`config.mk`:
```
export PLATFORM = sky130hd
export DESIGN_NAME = pid_controller_antiwindup_top
export DESIGN_NICKNAME = d
export VERILOG_FILES = /design/src/design/pidc_pkg.sv /design/src/design/pidc_mulq.sv /design/src/design/pid_controller_antiwindup_top.sv
export SDC_FILE = /design/constraint.sdc
export NUM_CORES = 2
export LEC_CHECK = 0
export BUFFER_PORTS_ARGS = -buffer_cell sky130_fd_sc_hd__buf_4
export CAP_MARGIN = 10
export CORE_UTILIZATION = 60
export DETAILED_ROUTE_END_ITERATION = 10
export PLACE_DENSITY = 0.78
export RECOVER_POWER = 25
export SLEW_MARGIN = 20
export SYNTH_ARGS = -nofsm -noshare
export SYNTH_HDL_FRONTEND = slang
export SYNTH_SLANG_ARGS = --single-unit
```
`constraint.sdc`:
```
create_clock -name i_clk -period 11.9 [get_ports i_clk]
set_clock_uncertainty 0.2 [all_clocks]
set_input_delay 0.595 -clock i_clk [delete_from_list [all_inputs] [get_ports i_clk]]
set_output_delay 0.595 -clock i_clk [all_outputs]
set_load 0.02 [all_outputs]
```
`src/design/pidc_pkg.sv`:
```
// ----------------------------------------------------------------------------
// pidc_pkg: shared types and microcode for the PID controller
// Data formats, control word layout, register indexes and the step program.
// ----------------------------------------------------------------------------
package pidc_pkg;

    localparam int DATA_W    = 32;   // signed data word, Q16.16
    localparam int COEF_W    = 32;   // unsigned gain / time word
    localparam int FRAC_BITS = 16;
    localparam int OLIM_W    = 31;
    localparam int PROD_W    = DATA_W + COEF_W;
    localparam int CFG_IDX_W = 3;

    localparam logic [OLIM_W-1:0] OLIM_RESET = 31'd6553600;  // 100.0

    typedef enum logic [CFG_IDX_W-1:0] {
        REG_PROP_GAIN  = 3'd0,
        REG_INTEG_GAIN = 3'd1,
        REG_DERIV_GAIN = 3'd2,
        REG_OUT_LIMIT  = 3'd3,
        REG_TIME_STEP  = 3'd4,
        REG_INV_STEP   = 3'd5
    } t_cfg_idx;

    // datapath operation of one step
    typedef enum logic [2:0] {
        OP_NONE,
        OP_ERR,     // error = sat(setpoint - measurement), clear accumulator
        OP_DIFF,    // diff = sat(error - last error)
        OP_INTEG,   // integral = clamp(sat(integral + term))
        OP_ACC,     // accumulator += term
        OP_FINAL,   // drive = clamp(sat(accumulator)), emit word
        OP_CLEAR    // zero state, emit zero word
    } t_op;

    typedef enum logic [1:0] {
        A_ERR,
        A_DIFF,
        A_INTEG,
        A_DERIV
    } t_asel;

    typedef enum logic [2:0] {
        B_TIME_STEP,
        B_INV_STEP,
        B_PROP,
        B_INTEG,
        B_DERIV
    } t_bsel;

    typedef logic [3:0] t_pc;

    localparam t_pc STEP_FIRST = 4'd0;
    localparam t_pc STEP_CLEAR = 4'd9;

    typedef struct packed {
        logic mul_en;   // register |a| * b
        logic rnd_en;   // round and saturate the held product into term
    } t_mul_ctrl;

    typedef struct packed {
        t_op       op;
        t_asel     a_sel;
        t_bsel     b_sel;
        t_mul_ctrl mul;
        logic      jmp_clr;  // jump to target when the word is a clear
        t_pc       target;
        logic      last;     // final step, emits the result
    } t_ctrl_word;

    localparam t_mul_ctrl MC_NONE = '{mul_en: 1'b0, rnd_en: 1'b0};
    localparam t_mul_ctrl MC_MUL  = '{mul_en: 1'b1, rnd_en: 1'b0};
    localparam t_mul_ctrl MC_RND  = '{mul_en: 1'b0, rnd_en: 1'b1};
    localparam t_mul_ctrl MC_BOTH = '{mul_en: 1'b1, rnd_en: 1'b1};

    // Step program. Product issued at step n is rounded at n+1 and used at n+2.
    function automatic t_ctrl_word f_ucode(input t_pc pc);
        t_ctrl_word w;
        w = '{op: OP_NONE, a_sel: A_ERR, b_sel: B_TIME_STEP, mul: MC_NONE,
              jmp_clr: 1'b0, target: STEP_FIRST, last: 1'b0};
        case (pc)
            4'd0: begin
                w.op      = OP_ERR;
                w.jmp_clr = 1'b1;
                w.target  = STEP_CLEAR;
            end
            4'd1: begin
                w.op = OP_DIFF;  w.mul = MC_MUL;
                w.a_sel = A_ERR; w.b_sel = B_TIME_STEP;
            end
            4'd2: begin
                w.mul = MC_BOTH;
                w.a_sel = A_ERR; w.b_sel = B_PROP;
            end
            4'd3: begin
                w.op = OP_INTEG;  w.mul = MC_BOTH;
                w.a_sel = A_DIFF; w.b_sel = B_INV_STEP;
            end
            4'd4: begin
                w.op = OP_ACC;     w.mul = MC_BOTH;
                w.a_sel = A_INTEG; w.b_sel = B_INTEG;
            end
            4'd5: begin
                w.mul = MC_BOTH;
                w.a_sel = A_DERIV; w.b_sel = B_DERIV;
            end
            4'd6: begin
                w.op = OP_ACC; w.mul = MC_RND;
            end
            4'd7: begin
                w.op = OP_ACC;
            end
            4'd8: begin
                w.op = OP_FINAL; w.last = 1'b1;
            end
            4'd9: begin
                w.op = OP_CLEAR; w.last = 1'b1;
            end
            default: begin
                w.op = OP_NONE;
            end
        endcase
        return w;
    endfunction

endpackage

```
`src/design/pidc_mulq.sv`:
```
// ----------------------------------------------------------------------------
// pidc_mulq: shared fixed-point multiplier
// Signed data times unsigned coefficient, magnitude rounded half away from
// zero at FRAC_BITS, saturated to the data word. Two register stages.
// ----------------------------------------------------------------------------
module pidc_mulq (
    input  logic                              i_clk,
    input  pidc_pkg::t_mul_ctrl               i_ctrl,
    input  logic signed [pidc_pkg::DATA_W-1:0] i_a,
    input  logic        [pidc_pkg::COEF_W-1:0] i_b,
    output logic signed [pidc_pkg::DATA_W-1:0] o_term
);
    import pidc_pkg::*;

    localparam logic [PROD_W-1:0] RND     = PROD_W'(1) << (FRAC_BITS - 1);
    localparam logic [PROD_W-1:0] LIM_POS = PROD_W'((64'd1 << (DATA_W - 1)) - 64'd1);
    localparam logic [PROD_W-1:0] LIM_NEG = PROD_W'(64'd1 << (DATA_W - 1));

    logic [PROD_W-1:0]        r_prod;
    logic                     r_neg;
    logic signed [DATA_W-1:0] r_term;

    logic [DATA_W-1:0] w_mag_a;
    logic [PROD_W-1:0] w_rnd;
    logic [PROD_W-1:0] w_mag;
    logic [PROD_W-1:0] w_lim;
    logic [DATA_W-1:0] w_sat;

    // |a| fits the unsigned word, including the most negative value
    assign w_mag_a = i_a[DATA_W-1] ? (DATA_W'(0) - DATA_W'(i_a)) : DATA_W'(i_a);

    // product < 2^63, so the rounding add cannot carry out
    assign w_rnd = r_prod + RND;
    assign w_mag = w_rnd >> FRAC_BITS;
    assign w_lim = r_neg ? LIM_NEG : LIM_POS;
    assign w_sat = (w_mag > w_lim) ? w_lim[DATA_W-1:0] : w_mag[DATA_W-1:0];

    always_ff @(posedge i_clk) begin
        if (i_ctrl.mul_en) begin
            r_prod <= PROD_W'(w_mag_a) * PROD_W'(i_b);
            r_neg  <= i_a[DATA_W-1];
        end
        if (i_ctrl.rnd_en) begin
            r_term <= r_neg ? signed'(DATA_W'(0) - w_sat) : signed'(w_sat);
        end
    end

    assign o_term = r_term;

endmodule

```
`src/design/pid_controller_antiwindup_top.sv`:
```
// ----------------------------------------------------------------------------
// pid_controller_antiwindup_top: PID controller with integral clamp
// Microcoded sequencer over one shared multiplier; Q16.16 fixed point.
// ----------------------------------------------------------------------------
// Usage
//   Input stream (s_axis): one word per control step. tdata holds setpoint
//   (bits 31:0) and measurement (bits 63:32), both signed Q16.16. tuser is
//   the command: 0 compute a step, 1 clear integral and previous error.
//   Output stream (m_axis): one word per input word. tdata is the drive,
//   signed Q16.16; tuser bit 0 flags output clamping, bit 1 integral clamping.
//   Clear words return drive 0 with both flags low.
//   Config port: write gains, output limit, time step and reciprocal by index
//   whenever no word is in flight; writes to unused indexes are dropped.
// Timing
//   A compute word runs a 9-step program and a clear word takes 2 steps; the
//   next word is taken only once the program has finished its final step.
//   The step count is set by the five products sharing one 32x32 multiplier,
//   each needing a multiply step and a round step before use.
// Reset and backpressure
//   Synchronous active-low reset loads register defaults (output limit 100.0)
//   and zeroes the integral and previous error. The result sits in an output
//   register; a new word is accepted while it waits, and the program holds on
//   its final step until that register frees up.
// ----------------------------------------------------------------------------
module pid_controller_antiwindup_top (
    input  logic                               i_clk,
    input  logic                               i_rst_n,
    // configuration
    input  logic                               i_cfg_we,
    input  logic [pidc_pkg::CFG_IDX_W-1:0]     i_cfg_idx,
    input  logic [pidc_pkg::COEF_W-1:0]        i_cfg_data,
    // input stream
    input  logic                               i_s_axis_tvalid,
    output logic                               o_s_axis_tready,
    input  logic [2*pidc_pkg::DATA_W-1:0]      i_s_axis_tdata,   // setpoint, measurement
    input  logic                               i_s_axis_tuser,   // cmd
    // output stream
    output logic                               o_m_axis_tvalid,
    input  logic                               i_m_axis_tready,
    output logic [pidc_pkg::DATA_W-1:0]        o_m_axis_tdata,   // drive
    output logic [1:0]                         o_m_axis_tuser    // output_clamped, integral_clamped
);
    import pidc_pkg::*;

    localparam logic signed [DATA_W+1:0] DMAX34 = (DATA_W+2)'((64'd1 << (DATA_W - 1)) - 64'd1);
    localparam logic signed [DATA_W+1:0] DMIN34 = -DMAX34 - (DATA_W+2)'(1);

    // configuration registers
    logic [COEF_W-1:0] r_kp, r_ki, r_kd, r_ts, r_inv;
    logic [OLIM_W-1:0] r_olim;

    // sequencer
    logic       r_busy;
    t_pc        r_pc;
    t_ctrl_word w_cw;
    logic       w_stall;
    logic       w_exec;

    // captured input word
    logic                     r_cmd;
    logic signed [DATA_W-1:0] r_sp, r_ms;

    // datapath
    logic signed [DATA_W-1:0] r_err, r_diff, r_ei, r_last;
    logic signed [DATA_W+1:0] r_acc;
    logic                     r_ic;
    logic signed [DATA_W-1:0] w_term;
    logic signed [DATA_W-1:0] w_a;
    logic        [COEF_W-1:0] w_b;

    // output register
    logic                     r_m_valid;
    logic signed [DATA_W-1:0] r_drive;
    logic                     r_oc, r_ic_out;

    // saturate a 33-bit signed value: {hit, value}
    function automatic logic [DATA_W:0] f_sat33(input logic signed [DATA_W:0] v);
        logic [DATA_W:0] res;
        if (v[DATA_W] != v[DATA_W-1]) begin
            res = {1'b1, v[DATA_W], {(DATA_W-1){~v[DATA_W]}}};
        end else begin
            res = {1'b0, v[DATA_W-1:0]};
        end
        return res;
    endfunction

    assign w_cw    = f_ucode(r_pc);
    assign w_stall = w_cw.last && r_m_valid && !i_m_axis_tready;
    assign w_exec  = r_busy && !w_stall;

    assign o_s_axis_tready = !r_busy;

    // ---- configuration ----
    always_ff @(posedge i_clk) begin
        if (!i_rst_n) begin
            r_kp   <= '0;
            r_ki   <= '0;
            r_kd   <= '0;
            r_olim <= OLIM_RESET;
            r_ts   <= '0;
            r_inv  <= '0;
        end else if (i_cfg_we) begin
            case (t_cfg_idx'(i_cfg_idx))
                REG_PROP_GAIN:  r_kp   <= i_cfg_data;
                REG_INTEG_GAIN: r_ki   <= i_cfg_data;
                REG_DERIV_GAIN: r_kd   <= i_cfg_data;
                REG_OUT_LIMIT:  r_olim <= i_cfg_data[OLIM_W-1:0];
                REG_TIME_STEP:  r_ts   <= i_cfg_data;
                REG_INV_STEP:   r_inv  <= i_cfg_data;
                default: ;
            endcase
        end
    end

    // ---- step counter ----
    always_ff @(posedge i_clk) begin
        if (!i_rst_n) begin
            r_busy <= 1'b0;
            r_pc   <= STEP_FIRST;
        end else if (!r_busy) begin
            if (i_s_axis_tvalid) begin
                r_busy <= 1'b1;
                r_pc   <= STEP_FIRST;
            end
        end else if (!w_stall) begin
            if (w_cw.last) begin
                r_busy <= 1'b0;
            end else if (w_cw.jmp_clr && r_cmd) begin
                r_pc <= w_cw.target;
            end else begin
                r_pc <= r_pc + t_pc'(1);
            end
        end
    end

    // input capture, no reset needed
    always_ff @(posedge i_clk) begin
        if (i_s_axis_tvalid && !r_busy) begin
            r_cmd <= i_s_axis_tuser;
            r_sp  <= signed'(i_s_axis_tdata[DATA_W-1:0]);
            r_ms  <= signed'(i_s_axis_tdata[2*DATA_W-1:DATA_W]);
        end
    end

    // ---- shared multiplier ----
    always_comb begin
        case (w_cw.a_sel)
            A_ERR:   w_a = r_err;
            A_DIFF:  w_a = r_diff;
            A_INTEG: w_a = r_ei;
            A_DERIV: w_a = (r_ts == '0) ? '0 : w_term;  // derivative off at zero step
            default: w_a = '0;
        endcase
        case (w_cw.b_sel)
            B_TIME_STEP: w_b = r_ts;
            B_INV_STEP:  w_b = r_inv;
            B_PROP:      w_b = r_kp;
            B_INTEG:     w_b = r_ki;
            B_DERIV:     w_b = r_kd;
            default:     w_b = '0;
        endcase
    end

    pidc_mulq u_mulq (
        .i_clk  (i_clk),
        .i_ctrl (w_exec ? w_cw.mul : MC_NONE),
        .i_a    (w_a),
        .i_b    (w_b),
        .o_term (w_term)
    );

    // ---- datapath ops ----
    logic [DATA_W:0]          w_err_s, w_diff_s, w_int_s;
    logic signed [DATA_W:0]   w_ilim, w_int_v;
    logic signed [DATA_W+1:0] w_olim, w_sum;
    logic                     w_int_hit;
    logic                     w_out_hit;

    assign w_err_s  = f_sat33((DATA_W+1)'(r_sp) - (DATA_W+1)'(r_ms));
    assign w_diff_s = f_sat33((DATA_W+1)'(r_err) - (DATA_W+1)'(r_last));
    assign w_int_s  = f_sat33((DATA_W+1)'(r_ei) + (DATA_W+1)'(w_term));
    assign w_ilim   = signed'((DATA_W+1)'(r_olim[OLIM_W-1:1]));
    assign w_olim   = signed'((DATA_W+2)'(r_olim));

    // integral: word saturation, then half-limit clamp
    always_comb begin
        w_int_v   = signed'({w_int_s[DATA_W-1], w_int_s[DATA_W-1:0]});
        w_int_hit = w_int_s[DATA_W];
        if (w_int_v > w_ilim) begin
            w_int_v   = w_ilim;
            w_int_hit = 1'b1;
        end else if (w_int_v < -w_ilim) begin
            w_int_v   = -w_ilim;
            w_int_hit = 1'b1;
        end
    end

    // output: exact sum saturated once, then limit clamp
    always_comb begin
        w_sum     = r_acc;
        w_out_hit = 1'b0;
        if (w_sum > DMAX34) begin
            w_sum     = DMAX34;
            w_out_hit = 1'b1;
        end else if (w_sum < DMIN34) begin
            w_sum     = DMIN34;
            w_out_hit = 1'b1;
        end
        if (w_sum > w_olim) begin
            w_sum     = w_olim;
            w_out_hit = 1'b1;
        end else if (w_sum < -w_olim) begin
            w_sum     = -w_olim;
            w_out_hit = 1'b1;
        end
    end

    // state held across words
    always_ff @(posedge i_clk) begin
        if (!i_rst_n) begin
            r_ei   <= '0;
            r_last <= '0;
        end else if (w_exec) begin
            case (w_cw.op)
                OP_INTEG: r_ei   <= w_int_v[DATA_W-1:0];
                OP_FINAL: r_last <= r_err;
                OP_CLEAR: begin
                    r_ei   <= '0;
                    r_last <= '0;
                end
                default: ;
            endcase
        end
    end

    // per-word scratch
    always_ff @(posedge i_clk) begin
        if (w_exec) begin
            case (w_cw.op)
                OP_ERR: begin
                    r_err <= signed'(w_err_s[DATA_W-1:0]);
                    r_acc <= '0;
                end
                OP_DIFF:  r_diff <= signed'(w_diff_s[DATA_W-1:0]);
                OP_INTEG: r_ic   <= w_int_hit;
                OP_ACC:   r_acc  <= r_acc + (DATA_W+2)'(w_term);
                default: ;
            endcase
        end
    end

    // ---- output register ----
    always_ff @(posedge i_clk) begin
        if (!i_rst_n) begin
            r_m_valid <= 1'b0;
        end else if (w_exec && w_cw.last) begin
            r_m_valid <= 1'b1;
        end else if (i_m_axis_tready) begin
            r_m_valid <= 1'b0;
        end
    end

    always_ff @(posedge i_clk) begin
        if (w_exec && w_cw.last) begin
            if (w_cw.op == OP_FINAL) begin
                r_drive  <= w_sum[DATA_W-1:0];
                r_oc     <= w_out_hit;
                r_ic_out <= r_ic;
            end else begin
                r_drive  <= '0;
                r_oc     <= 1'b0;
                r_ic_out <= 1'b0;
            end
        end
    end

    assign o_m_axis_tvalid = r_m_valid;
    assign o_m_axis_tdata  = r_drive;
    assign o_m_axis_tuser  = {r_ic_out, r_oc};

    // ---- assertions ----
    a_accept_starts: assert property (@(posedge i_clk) disable iff (!i_rst_n)
        (i_s_axis_tvalid && o_s_axis_tready) |=> (r_busy && r_pc == STEP_FIRST))
        else $error("accepted word did not start the program");

    a_stall_holds: assert property (@(posedge i_clk) disable iff (!i_rst_n)
        (r_busy && w_stall) |=> (r_busy && $stable(r_pc) && o_m_axis_tvalid))
        else $error("program advanced over an occupied output register");

    a_clear_zeroes: assert property (@(posedge i_clk) disable iff (!i_rst_n)
        (w_exec && w_cw.op == OP_CLEAR) |=>
            (r_ei == '0 && r_last == '0 && o_m_axis_tvalid && o_m_axis_tdata == '0))
        else $error("clear word left state or output nonzero");

    a_single_done: assert property (@(posedge i_clk) disable iff (!i_rst_n)
        (w_exec && w_cw.last) |=> !r_busy)
        else $error("sequencer still busy after final step");

endmodule
```
======== After elaboration in Yosys (flattened, before gate mapping) ========
Index checks and enable logic that the tools add are counted.
operators by class
  magnitude comparators ................... 7
  eq/ne operators ......................... 32
  bitwise operators ....................... 4
  div/mod/pow operators ................... 0
  reduce and logical (&&, ||, !) cells .... 37
  shift operators ......................... 0
  muxes and demuxes ....................... 40
  multiply operators ...................... 1
  $add $sub $neg .......................... 10
operators by type and width
  cell                      number
  $mux W32                  10
  $pmux W32 S5              1
  $pmux W32 S2              2
  $pmux W32 S4              1
  $mux W34                  2
  $pmux W34 S2              1
  $sub A32 B32 Y33          2
  $add A64 B16 Y64 const B  1
  $gt A48 B64 Y1            1
  $mul A32 B32 Y64          1
  $sub A1 B32 Y32 const A   2
  $add A34 B32 Y34          1
  $gt A34 B32 Y1            1
  $gt A34 B32 Y1 const B    1
  $lt A34 B32 Y1 const B    1
  $lt A34 B34 Y1            1
  $neg A31 Y34              1
  $add A32 B32 Y33          1
  $lt A32 B33 Y1            1
  $mux W33                  1
  $neg A30 Y33              1
  $gt A32 B31 Y1            1
  $logic_not A32 Y1         1
  $mux W31                  1
  31 further kinds          94
word-level totals
  register bits ........................... 556
  bits in writable memories ............... 0
  latch bits .............................. 0
  memory bits (read-only) ................. 0
  input bits .............................. 105
  word-level logic and storage cells ...... 156
  memories kept ........................... 0

======== Depth between registers and ports, before layout ========
  word-level depth ........................ 9
  mapped depth ............................ 48
  gate-level depth less buffers ........... 42

======== Hierarchy ========
Synthesis repeated with hierarchy kept, for this count alone.
second synthesis, totals
  cell total of the unflattened synthesis .. 7825
  area, all modules ....................... 69420.3 µm²
modules (own cells, without submodules)
  module                         area an instance (µm²)  seq. area each (µm²)  times used  cells an instance
  pidc_mulq                      39067.5                 2462.4                1           4250
  pid_controller_antiwindup_top  30352.9                 11170.7               1           3575

======== Worst setup path before layout ========
Ideal clock, no wire load.
  kind .................................... register -> register
  start ................................... reg r_pc[0]
  end ..................................... reg u_mulq.r_prod[56] (data pin)
  buffers on the path ..................... 6
  data required time ...................... 11.429 ns
  arrival time ............................ 10.690 ns
  stages on the path, launching flop included .. 44
  setup time .............................. 0.271 ns
  path slack .............................. 0.739 ns
  clock period less this slack ............ 11.161 ns
  cells stage by stage .................... dfxtp_1 > inv_1 > ha_1 > buf_2 > nor3b_1 > nor3_2 > buf_2 > buf_2 > a31oi_1 > inv_1 > clkbuf_1 > ha_1 > nand3_1 > nand2b_1 > or2_2 > clkbuf_1 > nor4_2 > a21o_1 > [8 not listed] > inv_1 > fa_1 > fa_1 > fa_1 > fa_1 > ha_1 > and4_1 > nand3_1 > nor4_1 > nand2_1 > and3_1 > a21oi_1 > o21ai_1 > and3_1 > o21ai_1 > nand2_1 > o311ai_1 > xor2_1
on the way
  word-level cells in the longest chain between the ends .. 7
RTL lines
  element                                       line                                  RTL
  from (decl)                                   pid_controller_antiwindup_top.sv:54   t_pc r_pc;
  from (signal assigned)                        pid_controller_antiwindup_top.sv:129  r_pc <= w_cw.target;
  from (signal assigned)                        pid_controller_antiwindup_top.sv:131  r_pc <= r_pc + t_pc'(1);
  $eq A4 B3 Y1 or $eq A4 B2 Y1 (tied branches)  pidc_pkg.sv:81                        case (pc)
  $pmux W5 S4 (*)                               pidc_pkg.sv:81
  $eq A2 B2 Y1 (tied with other cells)          pid_controller_antiwindup_top.sv:147  case (w_cw.a_sel)
  $pmux W32 S4                                  pid_controller_antiwindup_top.sv:147
  $sub A1 B32 Y32                               pidc_mulq.sv:30                       assign w_mag_a = i_a[DATA_W-1] ? (DATA_W'(0) - DATA_W'(i_a)) : DATA_W'(i_a);
  $mux W32                                      pidc_mulq.sv:30
  $mul A32 B32 Y64 (*)                          pidc_mulq.sv:40                       r_prod <= PROD_W'(w_mag_a) * PROD_W'(i_b);
  to (signal assigned)                          pidc_mulq.sv:40
  to (decl)                                     pidc_mulq.sv:19                       logic [PROD_W-1:0] r_prod;
Mark *: on every way between the ends. The rest lies on a longest branch, timed or not.
A chain may end at the register's enable or synchronous reset.

======== Final worst setup path ========
  start ................................... reg r_ts[16]
  end ..................................... reg u_mulq.r_prod[59] (data pin)
on the way
  word-level cells in the longest chain between the ends .. 6
RTL lines
  element                 line                                  RTL
  from (decl)             pid_controller_antiwindup_top.sv:49   logic [COEF_W-1:0] r_kp, r_ki, r_kd, r_ts, r_inv;
  from (signal assigned)  pid_controller_antiwindup_top.sv:108  REG_TIME_STEP: r_ts <= i_cfg_data;
  $logic_not A32 Y1       pid_controller_antiwindup_top.sv:151  A_DERIV: w_a = (r_ts == '0) ? '0 : w_term;
  $mux W32                pid_controller_antiwindup_top.sv:151
  $pmux W32 S4            pid_controller_antiwindup_top.sv:147
  $sub A1 B32 Y32         pidc_mulq.sv:30
  $mux W32                pidc_mulq.sv:30
  $mul A32 B32 Y64 (*)    pidc_mulq.sv:40
Marked as above.

==> results_tabular.tex <==
\begin{tabular}{lr}
\hline
Metric & Value \\
\hline
\multicolumn{2}{l}{\textbf{Outcome}} \\
Outcome & finished, violations left \\
Failing checks & capacitance limit, slew limit \\
\multicolumn{2}{l}{\textbf{Timing}} \\
Unrepaired setup endpoints after global routing & true \\
Number of endpoints with negative hold slack in the final report & 0 \\
Final worst path period need & $\sim$12 ns \\
Final setup violation count & 0 \\
Fin crit share & 96.7\% \\
Transition time of the tightest slew-check pin & approximately 4.0 ns \\
Worst slew margin relative to its limit & -169\% \\
Final Max Slew Viols & 180 \\
Setup slack of the critical path after layout & about 0.39 ns \\
Highest attainable clock frequency & between 80 and 90 MHz \\
TNS Setup & 0 ns \\
Worst Hold Slack & $\sim$0.029 ns \\
\multicolumn{2}{l}{\textbf{Logic synthesis}} \\
Fraction of post-synthesis cell area in the top cell type by area & 26.5\% \\
Synthesis warning total & 0 \\
Seq cells post-synth & roughly 540 \\
EDFF count, synth & between 200 and 300 \\
Cell area after synthesis & just under 0.07 mm² \\
Number of unique standard cell types used by synthesis & about 110 \\
Main area contributors after synthesis & sky130\_fd\_sc\_hd\_\_fa\_1 (27\%), sky130\_fd\_sc\_hd\_\_edfxtp\_1 (12\%), sky130\_fd\_sc\_hd\_\_ha\_1 (10\%) \\
Number of instances in the synthesized netlist & between 7000 and 8000 \\
Syn avg cell area & roughly 8.6 µm² \\
Proportion of register bits with asynchronous set or reset after synthesis & 0\% \\
Area leader, netlist & sky130\_fd\_sc\_hd\_\_fa\_1 \\
Fraction of the yosys area taken by sequential cells & between 20\% and 30\% \\
Syn\_nets & 9468 \\
Prevailing post-synth register cell & sky130\_fd\_sc\_hd\_\_edfxtp\_1 \\
\multicolumn{2}{l}{\textbf{Finish}} \\
Number of nets at the end of the flow & roughly 9700 \\
Final core area utilization & $\sim$67\% \\
Layout Area Growth over Synthesis & 10.8\% \\
Share of final-layout standard cells stronger than drive strength 1 & under 10\% \\
Fill cells & 9111 \\
Layout Cells excl Fill & a little under 10000 \\
\multicolumn{2}{l}{\textbf{Critical path}} \\
Critical-path top delay cell & sky130\_fd\_sc\_hd\_\_a211oi\_1 \\
Required time of the worst setup path & about 12 ns \\
Register-to-Register Path Depth & 38 \\
First element of the critical path & r\_ts[16] \\
Sort of element at the start of the critical path & flip-flop \\
Setup slack on the worst flop-to-flop path & $\sim$0.4 ns \\
Startpoint of the worst-slack reg-to-reg timing path & r\_ts[16] \\
Largest stage delay, worst path & 0.81 ns \\
Maximum fanout along the worst path & 10 \\
FF-to-FF End & u\_mulq.r\_prod[59] \\
Endpoint type of the worst setup path & flip-flop \\
Critical path arrival & around 12 ns \\
Library cell appearing most often on the critical path & sky130\_fd\_sc\_hd\_\_fa\_1 \\
Critical path type & flip-flop to flip-flop \\
\multicolumn{2}{l}{\textbf{Hold path}} \\
Hold endpoint & r\_olim[27] \\
Launch instance of the worst min-delay path & i\_cfg\_data[27] \\
Count of cells along the worst hold path & 3 \\
Classification of the worst-slack hold path & input port to flip-flop \\
\multicolumn{2}{l}{\textbf{Drt}} \\
Final wirelength & about 230000 µm \\
Antenna-violating nets left & 0 \\
Overall via count from detail\_route & between 50000 and 60000 \\
Drt pass-1 iters & 6 \\
Avg WL per Cell & $\sim$24 µm \\
1st-iter DRT viols & approximately 6800 \\
Number of design rule violations left after detail routing & 0 \\
Routed vias/inst & 6.19 \\
\multicolumn{2}{l}{\textbf{Floorplanning}} \\
Std-Cell Core Area & about 0.11 mm² \\
Horizontal extent of the die & 338 µm \\
Starting Density & between 60 and 70\% \\
\# IOs & 141 \\
Std-Cell Rows & around 120 \\
Die extent in y & 338 µm \\
Floorplan die area & 0.115 mm² \\
\multicolumn{2}{l}{\textbf{Global routing}} \\
Number of antenna violations at the first check in global routing & 7 \\
Pin count of the biggest net entering global routing & around 110 \\
Total routing usage reported by global routing & about two fifths \\
Number of global-route vias before repair & slightly below 60000 \\
Remaining global-route overflow & 0 \\
First-pass GRT wire length & approximately 350000 µm \\
\multicolumn{2}{l}{\textbf{Flow run}} \\
Max-cap violation count & 2 \\
\multicolumn{2}{l}{\textbf{CTS}} \\
CTS buffer count & 58 \\
Max Root-Sink Buffers & 3 \\
Root Buffer & sky130\_fd\_sc\_hd\_\_clkbuf\_16 \\
Number of clock sinks seen by CTS & between 500 and 600 \\
Clock latency of the later-clocked register in the worst-skew pair & about 0.67 ns \\
Post-CTS clock slew at the launch and capture registers of the worst setup and hold paths & about 0.070 ns \\
H-Tree Level Count & 2 \\
Clock tree from TritonCTS & done \\
\multicolumn{2}{l}{\textbf{Placed design}} \\
HPWL Detailed & $\sim$190000 µm \\
Total of buffers placed on input and output ports & between 100 and 150 \\
Placer's final routability congestion estimate & $\sim$1.0 \\
Cell count after placement & around 9500 \\
Setup Slack @ Placement & 0.356 ns \\
\multicolumn{2}{l}{\textbf{Power}} \\
Pwr per Cell Area & approximately 90 mW/mm² \\
P\_leak & about 35 nW \\
Worst ir drop on vdd & 0.000113 V \\
\hline
\end{tabular}
-- cell usage after synthesis (9+ instances only) --
master and number:
sky130_fd_sc_hd__buf_2 27, sky130_fd_sc_hd__xnor2_1 187, sky130_fd_sc_hd__a221o_1 34, sky130_fd_sc_hd__nand4_1 68, sky130_fd_sc_hd__o21bai_1 27, sky130_fd_sc_hd__nor2b_1 53
sky130_fd_sc_hd__a211oi_1 21, sky130_fd_sc_hd__a22oi_1 62, sky130_fd_sc_hd__nand2b_1 47, sky130_fd_sc_hd__nor3_1 87, sky130_fd_sc_hd__a31oi_1 60, sky130_fd_sc_hd__dfxtp_1 261
sky130_fd_sc_hd__o21ai_1 10, sky130_fd_sc_hd__a311oi_1 9, sky130_fd_sc_hd__nand2_1 1166, sky130_fd_sc_hd__a32oi_1 13, sky130_fd_sc_hd__o31ai_1 13, sky130_fd_sc_hd__edfxtp_1 280
sky130_fd_sc_hd__o211ai_1 43, sky130_fd_sc_hd__and2_1 23, sky130_fd_sc_hd__inv_1 1103, sky130_fd_sc_hd__nor2_1 867, sky130_fd_sc_hd__and4_1 15, sky130_fd_sc_hd__and3_1 38
sky130_fd_sc_hd__o21a_1 58, sky130_fd_sc_hd__o221ai_1 11, sky130_fd_sc_hd__or3_1 37, sky130_fd_sc_hd__o21ai_0 210, sky130_fd_sc_hd__a21o_1 173, sky130_fd_sc_hd__a2111oi_0 9
sky130_fd_sc_hd__a21boi_0 12, sky130_fd_sc_hd__a221oi_1 33, sky130_fd_sc_hd__o22ai_1 16, sky130_fd_sc_hd__maj3_1 16, sky130_fd_sc_hd__a21oi_1 511, sky130_fd_sc_hd__or2_2 15
sky130_fd_sc_hd__nor3b_1 19, sky130_fd_sc_hd__fa_1 899, sky130_fd_sc_hd__xor2_1 108, sky130_fd_sc_hd__clkbuf_1 361, sky130_fd_sc_hd__ha_1 557, sky130_fd_sc_hd__mux2i_1 27
sky130_fd_sc_hd__nand3_1 114, sky130_fd_sc_hd__nor4_1 45
-- layer usage --
| layer | routed length [µm] | GRT usage [%] |
|---|---|---|
| met5 | 60 | 0 |
| met4 | 14700 | 20.3 |
| met3 | 28900 | 11.4 |
| met1 | 88200 | 53.7 |
| met2 | 101000 | 61.2 |
-- stage by stage --
step	total power (W)	cell area, µm²
after CTS	0.00682	75200
after global placement	0.00479	72500
after detailed placement	0.00485	72500
after floorplan	0.00376	67900
final	0.00688	75300
after global routing	0.00717	75200
-- report_power, final --
group / total, W / switching [W] / internal (W)
clock: 0.00196 / 0.000857 / 0.00110
sequential: 0.00216 / 0.0000797 / 0.00208
combinational: 0.00276 / 0.00174 / 0.00102
-- how the worst max path moves through the flow --
stage                              to  slack, ns  cells after the start
floorplan           u_mulq.r_prod[56]       0.74                     43
global placement    u_mulq.r_prod[56]       0.51                     39
detailed placement  u_mulq.r_prod[55]       0.36                     38
CTS                 u_mulq.r_prod[55]       0.27                     40
global route        u_mulq.r_prod[59]      -0.03                     43
finish              u_mulq.r_prod[59]       0.39                     38
-- final cells by class --
class | instances | area (µm²) | share of cell area, %
Clock inverter | 32 | 358 | 0.476
Inverter | 1106 | 4150 | 5.52
Timing Repair Buffer | 544 | 4360 | 5.79
Clock buffer | 77 | 1690 | 2.25
Antenna cell | 3 | 7.51 | 0.00998
Tap cell | 1500 | 1880 | 2.49
Multi-Input combinational cell | 5857 | 49200 | 65.3
Sequential cell | 541 | 13600 | 18.1
-- what timing repair did --
item	4_1_cts	5_1_grt
hold buffers	66	0
endpoints found under the hold margin	66	0
gates resized for setup	0	14
endpoints found under the setup margin	0	21
buffers inserted	0	2
-- logic make-up after synthesis --
| kind of cell | count (synthesis) | share of synthesized area (%) |
|---|---|---|
| compound gates | 1402 | 13.2 |
| xor+xnor | 298 | 3.88 |
| fa+ha+maj | 1472 | 37.0 |
| buf+inv | 1509 | 8.46 |
| flops | 541 | 20.1 |
| mux | 32 | 0.481 |
| simple gates | 2653 | 17.0 |
-- flip-flops by register name (all words and copies together), names as in the netlist, 32 cells and up --
name	flops
r_sp	32
r_ei	32
r_err	32
r_ki	32
u_mulq.r_prod	49
o_m_axis_tdata	32
r_ms	32
r_kp	32
u_mulq.o_term	32
r_acc	34
r_last	32
r_inv	32
r_ts	32
r_kd	32
r_diff	32
-- critical path, delay by kind of cell (launching register included) --
family	cells	cell delay (ns)
adders and majority gates	10	4.45
buffers and inverters	9	1.39
AOI/OAI and AO/OA	7	1.88
and+or+nand+nor	10	2.21
DFF	1	0.36
xor gates and xnor gates	2	0.68
-- cells in the final DEF (no fill, tap or decap), types with 17 or more instances in the layout --
cell,instances
sky130_fd_sc_hd__nand2_1,1166
sky130_fd_sc_hd__inv_1,1103
sky130_fd_sc_hd__fa_1,899
sky130_fd_sc_hd__nor2_1,863
sky130_fd_sc_hd__ha_1,557
sky130_fd_sc_hd__a21oi_1,507
sky130_fd_sc_hd__buf_4,383
sky130_fd_sc_hd__edfxtp_1,280
sky130_fd_sc_hd__dfxtp_1,261
sky130_fd_sc_hd__o21ai_0,209
sky130_fd_sc_hd__xnor2_1,173
sky130_fd_sc_hd__a21o_1,172
sky130_fd_sc_hd__nand3_1,114
sky130_fd_sc_hd__xor2_1,102
sky130_fd_sc_hd__nor3_1,85
sky130_fd_sc_hd__nand4_1,68
sky130_fd_sc_hd__dlygate4sd3_1,66
sky130_fd_sc_hd__clkbuf_16,64
sky130_fd_sc_hd__clkbuf_4,64
sky130_fd_sc_hd__a22oi_1,62
sky130_fd_sc_hd__a31oi_1,59
sky130_fd_sc_hd__o21a_1,58
sky130_fd_sc_hd__nor2b_1,52
sky130_fd_sc_hd__nand2b_1,47
sky130_fd_sc_hd__o211ai_1,43
sky130_fd_sc_hd__nor4_1,42
sky130_fd_sc_hd__and3_1,38
sky130_fd_sc_hd__or3_1,36
sky130_fd_sc_hd__a221o_1,34
sky130_fd_sc_hd__mux2i_1,27
sky130_fd_sc_hd__o21bai_1,26
sky130_fd_sc_hd__clkbuf_1,26
sky130_fd_sc_hd__and2_1,23
sky130_fd_sc_hd__a211oi_1,21
sky130_fd_sc_hd__a221oi_2,17
No activity file was read; power rests on OpenSTA's default activity.
